`src/rtl/mqttfh_pkg.sv`:
```
// ----------------------------------------------------------------------------
// mqttfh_pkg
// Types and constants shared by the fixed-header deframer.
// ----------------------------------------------------------------------------
package mqttfh_pkg;

    localparam int unsigned MAX_LENGTH_BYTES_DEF = 4;
    localparam int unsigned LEN_W                = 28;
    localparam int unsigned LCNT_W               = 2;

    typedef enum logic [1:0] {
        PH_HEADER = 2'd0,
        PH_LENGTH = 2'd1,
        PH_BODY   = 2'd2
    } t_phase;

    typedef enum logic [1:0] {
        RG_HEADER = 2'd0,
        RG_LENGTH = 2'd1,
        RG_BODY   = 2'd2
    } t_region;

endpackage

```
`src/rtl/mqtt_fixed_header_deframer.sv`:
```
// An accepted input transaction passes through the input register, then the result register.
// Throughput: one byte per cycle, sustained under no back-pressure; the
// 28-bit length add and its zero compare set the critical path.
// An input register and a result register; input ready follows result ready when both are full.
// Reset (synchronous, active low) returns the block to the header phase
// and empties both registers.
// ----------------------------------------------------------------------------
// mqtt_fixed_header_deframer
// Splits a packet byte stream into header, remaining-length and body bytes.
// ----------------------------------------------------------------------------
module mqtt_fixed_header_deframer #(
    parameter int unsigned MAX_LENGTH_BYTES = mqttfh_pkg::MAX_LENGTH_BYTES_DEF
) (
    input  logic                         i_clk,
    input  logic                         i_rst_n,
    input  logic                         i_in_valid,
    output logic                         o_in_ready,
    input  logic [7:0]                   i_stream_byte,
    output logic                         o_out_valid,
    input  logic                         i_out_ready,
    output logic [7:0]                   o_data_byte,
    output logic [1:0]                   o_region,
    output logic [3:0]                   o_packet_type,
    output logic [3:0]                   o_header_flags,
    output logic [mqttfh_pkg::LEN_W-1:0] o_remaining_length,
    output logic [mqttfh_pkg::LEN_W-1:0] o_body_offset,
    output logic                         o_packet_end,
    output logic                         o_length_error
);

    localparam int unsigned LW = mqttfh_pkg::LEN_W;
    localparam int unsigned CW = mqttfh_pkg::LCNT_W;
    localparam logic [CW-1:0] LAST_LEN = CW'(MAX_LENGTH_BYTES - 1);

    mqttfh_pkg::t_phase r_phase, n_phase;
    logic [3:0]    r_type, n_type;
    logic [3:0]    r_flags, n_flags;
    logic [LW-1:0] r_acc, n_acc;
    logic [CW-1:0] r_lcnt, n_lcnt;
    logic [LW-1:0] r_bcnt, n_bcnt;

    logic          r_in_valid;
    logic [7:0]    r_in_byte;

    logic          r_out_valid;
    logic [7:0]    r_data_byte;
    logic [1:0]    r_region;
    logic [3:0]    r_ptype;
    logic [3:0]    r_pflags;
    logic [LW-1:0] r_rlen;
    logic [LW-1:0] r_offs;
    logic          r_end;
    logic          r_err;

    logic          advance;
    logic [LW-1:0] addend;
    logic [LW-1:0] acc_sum;
    logic [LW-1:0] bcnt_inc;
    logic [1:0]    n_region;
    logic [LW-1:0] n_rlen;
    logic [LW-1:0] n_offs;
    logic          n_end;
    logic          n_err;

    assign advance    = r_in_valid && (!r_out_valid || i_out_ready);
    assign o_in_ready = !r_in_valid || advance;

    always_comb begin
        case (r_lcnt)
            2'd0:    addend = {{(LW-7){1'b0}}, r_in_byte[6:0]};
            2'd1:    addend = {{(LW-14){1'b0}}, r_in_byte[6:0], 7'd0};
            2'd2:    addend = {{(LW-21){1'b0}}, r_in_byte[6:0], 14'd0};
            default: addend = {r_in_byte[6:0], 21'd0};
        endcase
    end

    assign acc_sum  = r_acc + addend;
    assign bcnt_inc = r_bcnt + LW'(1);

    always_comb begin
        n_phase  = r_phase;
        n_type   = r_type;
        n_flags  = r_flags;
        n_acc    = r_acc;
        n_lcnt   = r_lcnt;
        n_bcnt   = r_bcnt;
        n_region = mqttfh_pkg::RG_HEADER;
        n_rlen   = '0;
        n_offs   = '0;
        n_end    = 1'b0;
        n_err    = 1'b0;
        case (r_phase)
            mqttfh_pkg::PH_LENGTH: begin
                n_acc    = acc_sum;
                n_region = mqttfh_pkg::RG_LENGTH;
                n_rlen   = acc_sum;
                if (r_in_byte[7]) begin
                    if (r_lcnt >= LAST_LEN) begin
                        n_err   = 1'b1;
                        n_phase = mqttfh_pkg::PH_HEADER;
                    end else begin
                        n_lcnt = r_lcnt + CW'(1);
                    end
                end else if (acc_sum == '0) begin
                    n_end   = 1'b1;
                    n_phase = mqttfh_pkg::PH_HEADER;
                end else begin
                    n_bcnt  = '0;
                    n_phase = mqttfh_pkg::PH_BODY;
                end
            end
            mqttfh_pkg::PH_BODY: begin
                n_region = mqttfh_pkg::RG_BODY;
                n_rlen   = r_acc;
                n_offs   = r_bcnt;
                if (bcnt_inc == r_acc) begin
                    n_end   = 1'b1;
                    n_phase = mqttfh_pkg::PH_HEADER;
                end else begin
                    n_bcnt = bcnt_inc;
                end
            end
            default: begin
                n_type  = r_in_byte[7:4];
                n_flags = r_in_byte[3:0];
                n_acc   = '0;
                n_lcnt  = '0;
                n_bcnt  = '0;
                n_phase = mqttfh_pkg::PH_LENGTH;
            end
        endcase
    end

    always_ff @(posedge i_clk) begin
        if (!i_rst_n) begin
            r_phase <= mqttfh_pkg::PH_HEADER;
            r_type  <= '0;
            r_flags <= '0;
            r_acc   <= '0;
            r_lcnt  <= '0;
            r_bcnt  <= '0;
        end else if (advance) begin
            r_phase <= n_phase;
            r_type  <= n_type;
            r_flags <= n_flags;
            r_acc   <= n_acc;
            r_lcnt  <= n_lcnt;
            r_bcnt  <= n_bcnt;
        end
    end

    always_ff @(posedge i_clk) begin
        if (!i_rst_n) begin
            r_in_valid <= 1'b0;
        end else if (o_in_ready) begin
            r_in_valid <= i_in_valid;
        end
    end

    always_ff @(posedge i_clk) begin
        if (i_in_valid && o_in_ready) begin
            r_in_byte <= i_stream_byte;
        end
    end

    always_ff @(posedge i_clk) begin
        if (!i_rst_n) begin
            r_out_valid <= 1'b0;
        end else if (advance) begin
            r_out_valid <= 1'b1;
        end else if (i_out_ready) begin
            r_out_valid <= 1'b0;
        end
    end

    always_ff @(posedge i_clk) begin
        if (advance) begin
            r_data_byte <= r_in_byte;
            r_region    <= n_region;
            r_ptype     <= n_type;
            r_pflags    <= n_flags;
            r_rlen      <= n_rlen;
            r_offs      <= n_offs;
            r_end       <= n_end;
            r_err       <= n_err;
        end
    end

    assign o_out_valid        = r_out_valid;
    assign o_data_byte        = r_data_byte;
    assign o_region           = r_region;
    assign o_packet_type      = r_ptype;
    assign o_header_flags     = r_pflags;
    assign o_remaining_length = r_rlen;
    assign o_body_offset      = r_offs;
    assign o_packet_end       = r_end;
    assign o_length_error     = r_err;

    a_body_offset_in_range : assert property (@(posedge i_clk) disable iff (!i_rst_n)
        (o_out_valid && o_region == mqttfh_pkg::RG_BODY) |-> (o_body_offset < o_remaining_length))
        else $error("Body offset is not below the remaining length.");

    a_error_on_length_only : assert property (@(posedge i_clk) disable iff (!i_rst_n)
        (o_out_valid && o_length_error) |-> (o_region == mqttfh_pkg::RG_LENGTH && !o_packet_end))
        else $error("Length error reported outside a length byte.");

    a_header_clean : assert property (@(posedge i_clk) disable iff (!i_rst_n)
        (o_out_valid && o_region == mqttfh_pkg::RG_HEADER)
            |-> (!o_packet_end && o_remaining_length == '0 && o_body_offset == '0))
        else $error("Header byte carries length or end marking.");

    a_header_follows_end : assert property (@(posedge i_clk) disable iff (!i_rst_n)
        (advance && (n_end || n_err)) |=> (r_phase == mqttfh_pkg::PH_HEADER))
        else $error("Block did not return to the header phase after a packet end.");

endmodule

```
`config.mk`:
```
export PLATFORM = sky130hd
export DESIGN_NAME = mqtt_fixed_header_deframer
export DESIGN_NICKNAME = d
export VERILOG_FILES = /design/src/rtl/mqttfh_pkg.sv /design/src/rtl/mqtt_fixed_header_deframer.sv
export SDC_FILE = /design/constraint.sdc
export NUM_CORES = 1
export LEC_CHECK = 0
export BUFFER_PORTS_ARGS = -buffer_cell sky130_fd_sc_hd__clkbuf_2
export CAP_MARGIN = 20
export CORE_MARGIN = 2
export CORE_UTILIZATION = 29
export DETAILED_ROUTE_END_ITERATION = 8
export SLEW_MARGIN = 20
export SYNTH_ARGS = -nofsm -noshare
export SYNTH_HDL_FRONTEND = slang
export SYNTH_SLANG_ARGS = --single-unit
```
`constraint.sdc`:
```
create_clock -name i_clk -period 5.4 [get_ports i_clk]
set_clock_uncertainty 0.2 [all_clocks]
set_input_delay 1.08 -clock i_clk [delete_from_list [all_inputs] [get_ports i_clk]]
set_output_delay 1.08 -clock i_clk [all_outputs]
set_load 0.05 [all_outputs]
```
==> flow_summary.ini, run 1 <==
[power_and_ir_drop]
clock_power_share_pct = 44.0
p_leak_nw = 3.93
total_power_mw = 2.73
peakVddDrop_mv = 0.192
power_switching_mw = 0.725
p_per_area_nw_per_um2 = 251
power.internal_mw = 2.00
switching_share_pct = 26.6
power_frac_seq_pct = 47.3
pwr-share-comb_pct = 8.7

[setup_path]
end_kind = register
crit_path_start_kind = register
worstPathRequired_ns = 5.54
arrival_ns = 5.19
reg2reg_depth = 18
path_class = reg2reg
cp_max_fo = 17

[finish]
fin_cells = 1541
layout_common_cells = nand2_1 (150), clkbuf_2 (89), edfxtp_1 (84)
nFillCells = 3384
layout-drive-gt1-share_pct = 17.7
area_delta_synth_final_pct = 14.8
antennaDiodeCount = 0
layout_commonest_cell = nand2_1
fin_nets = 1134

[synth]
synth_area_sq_um = 9470
yosysUniqueCellTypes = 84
synth-edff-count = 84
ys_ff_latch = 154
syn_nets = 1083
yosysTopAreaCell = edfxtp_1
synthFlopType = edfxtp_1
avgSynthCellArea_sq_um = 9.15
ys_warn_count = 0
yosysSeqAreaShare_pct = 41.4
yosys-top-cells-area = edfxtp_1 (27%), dfxtp_1 (15%), nand2_1 (5.9%)
async_reset_ff_share_pct = 0
synthDominantCellAreaShare_pct = 26.6
synthCells = 1035

[floorplan]
fp.dieH_um = 185
dieArea_sq_um = 34100
start_util_pct = 29.2
die_w_um = 185
ios = 90
core_area_sq_um = 32400
row_count = 66

[sta]
drv_slew = 0
setup_tns_ns = 0
rsz0062_at_grt = false
setup_viol = 0
hold_violations = 0
post-route-period-util_pct = 93.6
max_slew_margin_pct = 31.0
min_period_ns = 5.05
fmax_mhz = 198
tightest_slew_ns = 1.03
fin_ws_ns = 0.345

[drt]
drtIter0Drc = 748
first_pass_iters = 5
wl_um = 27600
via_count = 8081
wl_per_cell_um = 17.9
drc = 0
postRouteAntennaNets = 0
vias_per_cell = 5.24

[clock_network]
cts_root_buf = clkbuf_16
cts_buffers = 17
htree_levels = 4
cts_num_sinks = 154
cts_hold_buf = 0
cts_buffer_depth = 2
insertion_delay_ns = 0.44
clk_pin_slew_ns = 0.07
cts_tree = yes

[placed_design]
place_congestion = 0.917
dp.cells = 1509
dp_hpwl_um = 19000
portBuffers = 89
pre_cts_ws_ns = 0.263

[grt]
grt_pass1_vias = 7443
grt_max_degree = 65
grt_pass1_wl_um = 42800
grtUsageTotal_pct = 16.2
antenna_found_initial = 0
grt.overflow.total = 0

[worst_hold_path]
min_path_type = reg2reg
whs_path_depth = 2

[run]
cap_violations = 0

[outcome]
status = finished clean
==> final cells by class <==
class	instances	area (sq um)	share of cell area, %
Sequential cell	154	3920	36.1
Clock buffer	19	433	3.98
Inverter	17	66.3	0.610
Clock inverter	13	143	1.31
Tap cell	442	553	5.09
Multi-Input combinational cell	794	5180	47.7
Timing Repair Buffer	102	568	5.23
==> stage by stage <==
stage / util (%) / hold WS [ns] / instance area (sq um)
2_1_floorplan: - / 0.234 / 9470
3_3_place_gp: 31.7 / 0.239 / 10300
3_5_place_dp: 31.7 / 0.248 / 10300
4_1_cts: 33.5 / 0.258 / 10900
5_1_grt: 33.6 / 0.280 / 10900
6_report: 33.6 / 0.256 / 10900
==> critical path, stage by stage (launching register included) <==
cell       delay (ns)
dfxtp_1          0.41
inv_1            0.11
ha_1             0.19
nor2b_1          0.20
and2_1           0.20
ha_1             0.21
fa_1             0.44
a21o_1           0.24
a221oi_4         0.32
nor4_2           0.13
o211a_1          0.27
or3_1            0.35
a2111oi_2        0.36
nand4b_1         0.19
nor3_2           0.30
o21ai_4          0.17
buf_4            0.27
and3_1           0.18
o32ai_1          0.21
==> state kept, by name, summed over array words and instances, names as in the netlist, 4 cells and up <==
register,count
o_body_offset,28
o_remaining_length,28
r_acc,28
r_bcnt,28
o_data_byte,8
r_in_byte,8
o_header_flags,4
o_packet_type,4
r_flags,4
r_type,4
==> power by group through the flow <==
stage	combinational (mW)	clock (mW)	sequential (mW)
floorplan	0.0894	0	1.40
global placement	0.237	0	1.32
detailed placement	0.238	0	1.32
CTS	0.239	1.23	1.29
global route	0.253	1.28	1.29
finish	0.238	1.20	1.29
==> cells in the mapped netlist, drive strengths merged (2+ instances only) <==
cell / count
a31oi: 4
xor2: 20
o21bai: 4
and2: 65
nand2: 150
nor3: 19
nand4b: 2
mux2: 9
nor2: 48
nand2b: 14
clkbuf: 50
nand4: 19
ha: 35
o31a: 3
nor4: 8
a211oi: 8
nor2b: 6
a22oi: 21
nand3b: 3
or4: 7
mux2i: 3
a2111oi: 4
a221oi: 2
a211o: 2
a21o: 11
o21ai: 51
o211a: 2
edfxtp: 84
and3: 24
o21a: 5
inv: 17
o41ai: 16
and4: 4
o22ai: 9
buf: 20
xnor2: 33
nand3: 44
o31ai: 7
o211ai: 4
a31o: 18
o32ai: 2
dfxtp: 70
a21oi: 79
or3: 13
==> cells by family (layout without fill, tap and decap cells) <==
group / after synthesis / in the layout / share of synthesized area (%)
adders and majority gates: 36 / 36 / 4.84
buffers and inverters: 87 / 151 / 4.03
AOI/OAI and AO/OA: 263 / 263 / 19.8
muxes: 12 / 12 / 1.39
DFF: 154 / 154 / 41.4
xor gates and xnor gates: 53 / 53 / 4.90
and+or+nand+nor: 430 / 430 / 23.6
==> what timing repair did <==
| item | CTS | global route |
|---|---|---|
| setup endpoints to repair | 0 | 26 |
| buffers inserted | 0 | 0 |
| gates resized for setup | 0 | 2 |
==> per-layer routing <==
metal | GRT usage (%) | wire length [um]
met4 | 6.92 | 916
met1 | 21.5 | 12300
met5 | 0 | 0
met2 | 25.9 | 12800
met3 | 3.00 | 1580
==> worst paths after layout <==
| path | from | to | slack [ns] |
|---|---|---|---|
| worst max-delay path | r_lcnt[0]$_SDFFE_PN0P_ | r_bcnt[7]$_SDFFE_PN0P_ | 0.35 |
| worst min-delay path | r_flags[2]$_SDFFE_PN0P_ | r_flags[2]$_SDFFE_PN0P_ | 0.26 |
| worst max register to register | r_lcnt[0]$_SDFFE_PN0P_ | r_bcnt[7]$_SDFFE_PN0P_ | 0.35 |
| worst min register to register | r_flags[2]$_SDFFE_PN0P_ | r_flags[2]$_SDFFE_PN0P_ | 0.26 |
Note: power is estimated with default switching activity, not from simulation.
==> run 2: changes to the inputs <==
--- a/config.mk
+++ b/config.mk
@@ -9,6 +9,7 @@
 export CAP_MARGIN = 20
 export CORE_MARGIN = 2
 export CORE_UTILIZATION = 29
+export CTS_BUF_LIST = sky130_fd_sc_hd__clkbuf_4
 export DETAILED_ROUTE_END_ITERATION = 8
 export SLEW_MARGIN = 20
 export SYNTH_ARGS = -nofsm -noshare
==> run 2 against run 1 <==
Net effect: die area did not move; global-route usage fell by 0.15 points; routed wire length down 0.70%; critical endpoint unchanged; non-clock buffer count did not move; worst hold slack improved by 0.0076 ns; fmax rose by 1.0%; utilization is 0.89 points lower; final cell count hardly changed; sequential share of layout area rose by 0.98 points; count of clock-buffer cells in the layout is the same.
==> flow_summary.ini, run 2 (same netlist as run 1, synthesis figures left out) <==
[grt]
antenna_found_initial = 1
grt_pass1_vias = 7428
grtUsageTotal_pct = 16.1
grt.overflow.total = 0
grt_max_degree = 65
grt_pass1_wl_um = 42600

[finish]
layout_common_cells = nand2_1 (150), clkbuf_2 (89), edfxtp_1 (84)
area_delta_synth_final_pct = 11.8
layout-drive-gt1-share_pct = 17.8
fin_nets = 1134
layout_commonest_cell = nand2_1

[floorplan]
core_area_sq_um = 32400
row_count = 66
start_util_pct = 29.2
die_w_um = 185
fp.dieH_um = 185
ios = 90
dieArea_sq_um = 34100

[sta]
drv_slew = 0
fin_ws_ns = 0.397
max_slew_margin_pct = 30.9
post-route-period-util_pct = 92.7
min_period_ns = 5.00
hold_violations = 0
fmax_mhz = 200
setup_tns_ns = 0
tightest_slew_ns = 1.04
setup_viol = 0
rsz0062_at_grt = false

[placed_design]
place_congestion = 0.917
portBuffers = 89
pre_cts_ws_ns = 0.263
dp_hpwl_um = 19000

[run]
cap_violations = 0

[clock_network]
cts_num_sinks = 154
cts_root_buf = clkbuf_4
htree_levels = 4
cts_tree = yes
cts_buffers = 17
cts_buffer_depth = 2
clk_pin_slew_ns = 0.16
insertion_delay_ns = 0.59
cts_hold_buf = 0

[power_and_ir_drop]
p_leak_nw = 3.80
p_per_area_nw_per_um2 = 215
peakVddDrop_mv = 0.110

[setup_path]
r2r_setup_slack_ns = 0.40
worstPathRequired_ns = 5.71
cp_max_fo = 17
arrival_ns = 5.32
end_kind = register
max_stage_delay_ns = 0.43
timing.rr.end = r_bcnt[7]$_SDFFE_PN0P_
path_class = reg2reg
slowest_stage = dfxtp_1
reg2reg_depth = 18
crit_path_start_kind = register
r2r-start = r_lcnt[0]$_SDFFE_PN0P_
crit_top_cell = ha_1
path_cells = inv_1 -> ha_1 -> nor2b_1 -> and2_1 -> ha_1 -> fa_1 -> a21o_1 -> a221oi_4 -> nor4_2 -> o211a_1 -> or3_1 -> a2111oi_2 -> nand4b_1 -> nor3_2 -> o21ai_4 -> buf_4 -> and3_1 -> o32ai_1

[worst_hold_path]
min_path_type = reg2reg
hold_start = r_type[2]$_SDFFE_PN0P_
min_to = r_type[2]$_SDFFE_PN0P_
whs_path_depth = 2

[drt]
vias_per_cell = 5.23
postRouteAntennaNets = 0
drc = 0
wl_um = 27400
drtIter0Drc = 750
via_count = 8068
wl_per_cell_um = 17.8
first_pass_iters = 8

[outcome]
status = finished clean
run 2: cell count changes in the layout (fill, tap and decap cells not counted), sizes merged:
cell   before  now
diode       0    1
run 2: repair_timing:
item                       4_1_cts  5_1_grt
setup buffers                    0        0
gates resized for setup          0        2
hold endpoints to repair         0        0
setup endpoints to repair        0       24
run 2: metrics by stage:
stage	hold slack, ns	instances	util, %	instance area (sq um)	total power, mW
floorplan	0.234	1035	-	9470	1.49
global placement	0.239	1509	31.7	10300	1.55
detailed placement	0.248	1509	31.7	10300	1.56
CTS	0.267	1541	32.6	10600	2.30
global route	0.280	1542	32.7	10600	2.37
finish	0.264	1542	32.7	10600	2.27
run 2: layer usage:
metal	wire length (um)	share of wire, %	GRT usage [%]
met3	1620	5.9	3.20
met4	720	2.6	5.68
met2	12900	47	26.1
met1	12100	44	21.3
met5	0	0	0
run 2: where the power goes:
group / internal (mW) / total (mW) / leakage [nW] / switching (mW)
sequential: 1.27 / 1.29 / 1.35 / 0.0217
combinational: 0.0505 / 0.238 / 2.29 / 0.187
clock: 0.289 / 0.746 / 0.154 / 0.456
total: 1.61 / 2.27 / 3.80 / 0.665
run 2: worst max-delay path: cells and delay by family, from the launching register on:
family,cells,cell delay [ns]
and+or+nand+nor,7,1.55
adders and majority gates,3,0.83
AOI/OAI and AO/OA,6,1.57
buffers and inverters,2,0.38
DFF,1,0.43
run 2: worst max path at each step:
stage                            from                              to
4_1_cts        r_lcnt[1]$_SDFFE_PN0P_          r_bcnt[2]$_SDFFE_PN0P_
5_1_grt        r_lcnt[1]$_SDFFE_PN0P_          r_bcnt[7]$_SDFFE_PN0P_
2_1_floorplan             i_out_ready  o_body_offset[0]$_SDFFCE_PN0P_
3_5_place_dp   r_lcnt[0]$_SDFFE_PN0P_          r_bcnt[2]$_SDFFE_PN0P_
6_report       r_lcnt[0]$_SDFFE_PN0P_          r_bcnt[7]$_SDFFE_PN0P_
3_3_place_gp   r_lcnt[0]$_SDFFE_PN0P_          r_bcnt[7]$_SDFFE_PN0P_
run 2: layout make-up:
| type | instances | area (sq um) |
|---|---|---|
| well taps | 442 | 553 |
| inverters | 17 | 66.3 |
| flip-flops and latches | 154 | 3920 |
| multi-input cells | 794 | 5180 |
| clock inverters | 13 | 143 |
| clock buffers | 19 | 143 |
| repair buffers | 102 | 568 |
| diodes | 1 | 2.50 |
| fillers | 3417 | 21800 |
==> run 3: changes to the inputs <==
--- a/config.mk
+++ b/config.mk
@@ -7,10 +7,11 @@
 export LEC_CHECK = 0
 export BUFFER_PORTS_ARGS = -buffer_cell sky130_fd_sc_hd__clkbuf_2
 export CAP_MARGIN = 20
-export CORE_MARGIN = 2
+export CORE_MARGIN = 3
 export CORE_UTILIZATION = 29
 export CTS_BUF_LIST = sky130_fd_sc_hd__clkbuf_4
 export DETAILED_ROUTE_END_ITERATION = 8
+export REMOVE_ABC_BUFFERS = 1
 export SLEW_MARGIN = 20
 export SYNTH_ARGS = -nofsm -noshare
 export SYNTH_HDL_FRONTEND = slang
==> run 3 against run 2 <==
Net effect: first-iteration DRC count is 3.1% lower; non-clock buffer count fell by 4; register-to-register slack improved by 0.02 ns; combinational power about the same; flip-flop and latch count unchanged; design area decreased by 0.64%; die area grew 2.2%.
==> flow_summary.ini, run 3 (same netlist as run 1, synthesis figures left out) <==
[sta]
post-route-period-util_pct = 92.2
setup_viol = 0
drv_slew = 0
tightest_slew_ns = 0.864
hold_violations = 0
max_slew_margin_pct = 42.3
rsz0062_at_grt = false
fmax_mhz = 201
min_period_ns = 4.98

[placed_design]
place_congestion = 0.901
portBuffers = 89
dp.cells = 1498
dp_hpwl_um = 19000

[setup_path]
worstPathRequired_ns = 5.70
crit_path_start_kind = register
cp_max_fo = 31
path_class = reg2reg
end_kind = register
arrival_ns = 5.28

[floorplan]
ios = 90
core_area_sq_um = 31900
dieArea_sq_um = 34800
start_util_pct = 29.7
fp.dieH_um = 187
row_count = 65
die_w_um = 187

[power_and_ir_drop]
p_per_area_nw_per_um2 = 214
p_leak_nw = 3.77
peakVddDrop_mv = 0.130

[grt]
grt_pass1_vias = 7485
antenna_found_initial = 1
grt_pass1_wl_um = 42900
grt.overflow.total = 0
grtUsageTotal_pct = 15.3
grt_max_degree = 57

[finish]
nFillCells = 3401
layout-drive-gt1-share_pct = 17.5
layout_commonest_cell = nand2_1
fin_nets = 1130
area_delta_synth_final_pct = 11.1
fin_cells = 1531
utilization_pct = 33.0
layout_common_cells = nand2_1 (150), clkbuf_2 (89), edfxtp_1 (84)

[clock_network]
cts_buffers = 17
cts_root_buf = clkbuf_4
insertion_delay_ns = 0.61
cts_hold_buf = 0
htree_levels = 4
cts_setup_buffers = 0
post_cts_resized = 0
cts_buffer_depth = 2
clk_pin_slew_ns = 0.14
cts_tree = yes
cts_num_sinks = 154

[run]
cap_violations = 0

[worst_hold_path]
min_path_type = reg2reg

[drt]
vias_per_cell = 5.31
wl_um = 27400
via_count = 8123
first_pass_iters = 5
postRouteAntennaNets = 0
drtIter0Drc = 727
wl_per_cell_um = 17.9
drc = 0

[outcome]
status = finished clean
==> run 3: cell types whose count changed in the layout (fill, tap and decap cells not counted), sizes merged <==
cell / before / now
clkinvlp: 2 / 3
buf: 13 / 9
clkinv: 5 / 2
inv: 21 / 24
bufinv: 2 / 1
==> run 3: layer usage <==
layer / up-vias / track usage [%] / share of wire, %
met5: - / 0.412 / 0
met4: 0 / 4.54 / 2.0
met3: 35 / 2.82 / 6.6
met2: 292 / 23.6 / 45
met1: 3907 / 21.7 / 46
li1: 3889 / - / -
==> run 3: per-stage QoR <==
stage / area [sq um] / hold slack (ns) / setup TNS [ns] / worst slack, ns / power (mW)
2_1_floorplan: 9150 / 0.234 / -0.0843 / -0.0843 / 1.48
4_1_cts: 10500 / 0.266 / 0 / 0.342 / 2.29
5_1_grt: 10500 / 0.285 / 0 / 0.0652 / 2.34
3_3_place_gp: 10200 / 0.239 / 0 / 0.510 / 1.55
3_5_place_dp: 10200 / 0.247 / 0 / 0.375 / 1.55
6_report: 10500 / 0.263 / 0 / 0.420 / 2.25
==> run 3: worst paths after layout <==
path	cells after the start	end	start	slack, ns
max	17	r_bcnt[7]$_SDFFE_PN0P_	r_lcnt[0]$_SDFFE_PN0P_	0.42
min reg2reg	2	r_flags[2]$_SDFFE_PN0P_	r_flags[2]$_SDFFE_PN0P_	0.26
min	2	r_flags[2]$_SDFFE_PN0P_	r_flags[2]$_SDFFE_PN0P_	0.26
max reg2reg	17	r_bcnt[7]$_SDFFE_PN0P_	r_lcnt[0]$_SDFFE_PN0P_	0.42
==> run 3: area by class of cell <==
cell class	instances	area, sq um	area share, %
inverters	17	66.3	0.631
clock inverters	13	134	1.27
repair buffers	98	526	5.00
clock buffers	19	143	1.36
multi-input cells	794	5170	49.2
diodes	1	2.50	0.0238
well taps	435	544	5.18
flip-flops and latches	154	3920	37.3
==> run 3: worst max-delay path, stage by stage (launching register included) <==
cell and delay, ns:
dfxtp_1 0.44, ha_1 0.34, nor2b_1 0.16, and2_1 0.20, ha_1 0.21, fa_1 0.42, a21o_1 0.23, a221oi_4 0.34
nor4_2 0.14, o211a_1 0.26, or3_1 0.35, a2111oi_2 0.37, nand4b_1 0.17, nor3_2 0.29, o21ai_2 0.08, buf_4 0.26
and3_1 0.21, o32ai_1 0.21
==> run 3: report_power, final <==
group	switching (mW)	total (mW)	leakage (nW)	internal, mW
Combinational	0.186	0.235	2.27	0.0487
Clock	0.478	0.730	0.143	0.251
Sequential	0.0192	1.29	1.35	1.27
Total	0.684	2.25	3.77	1.57
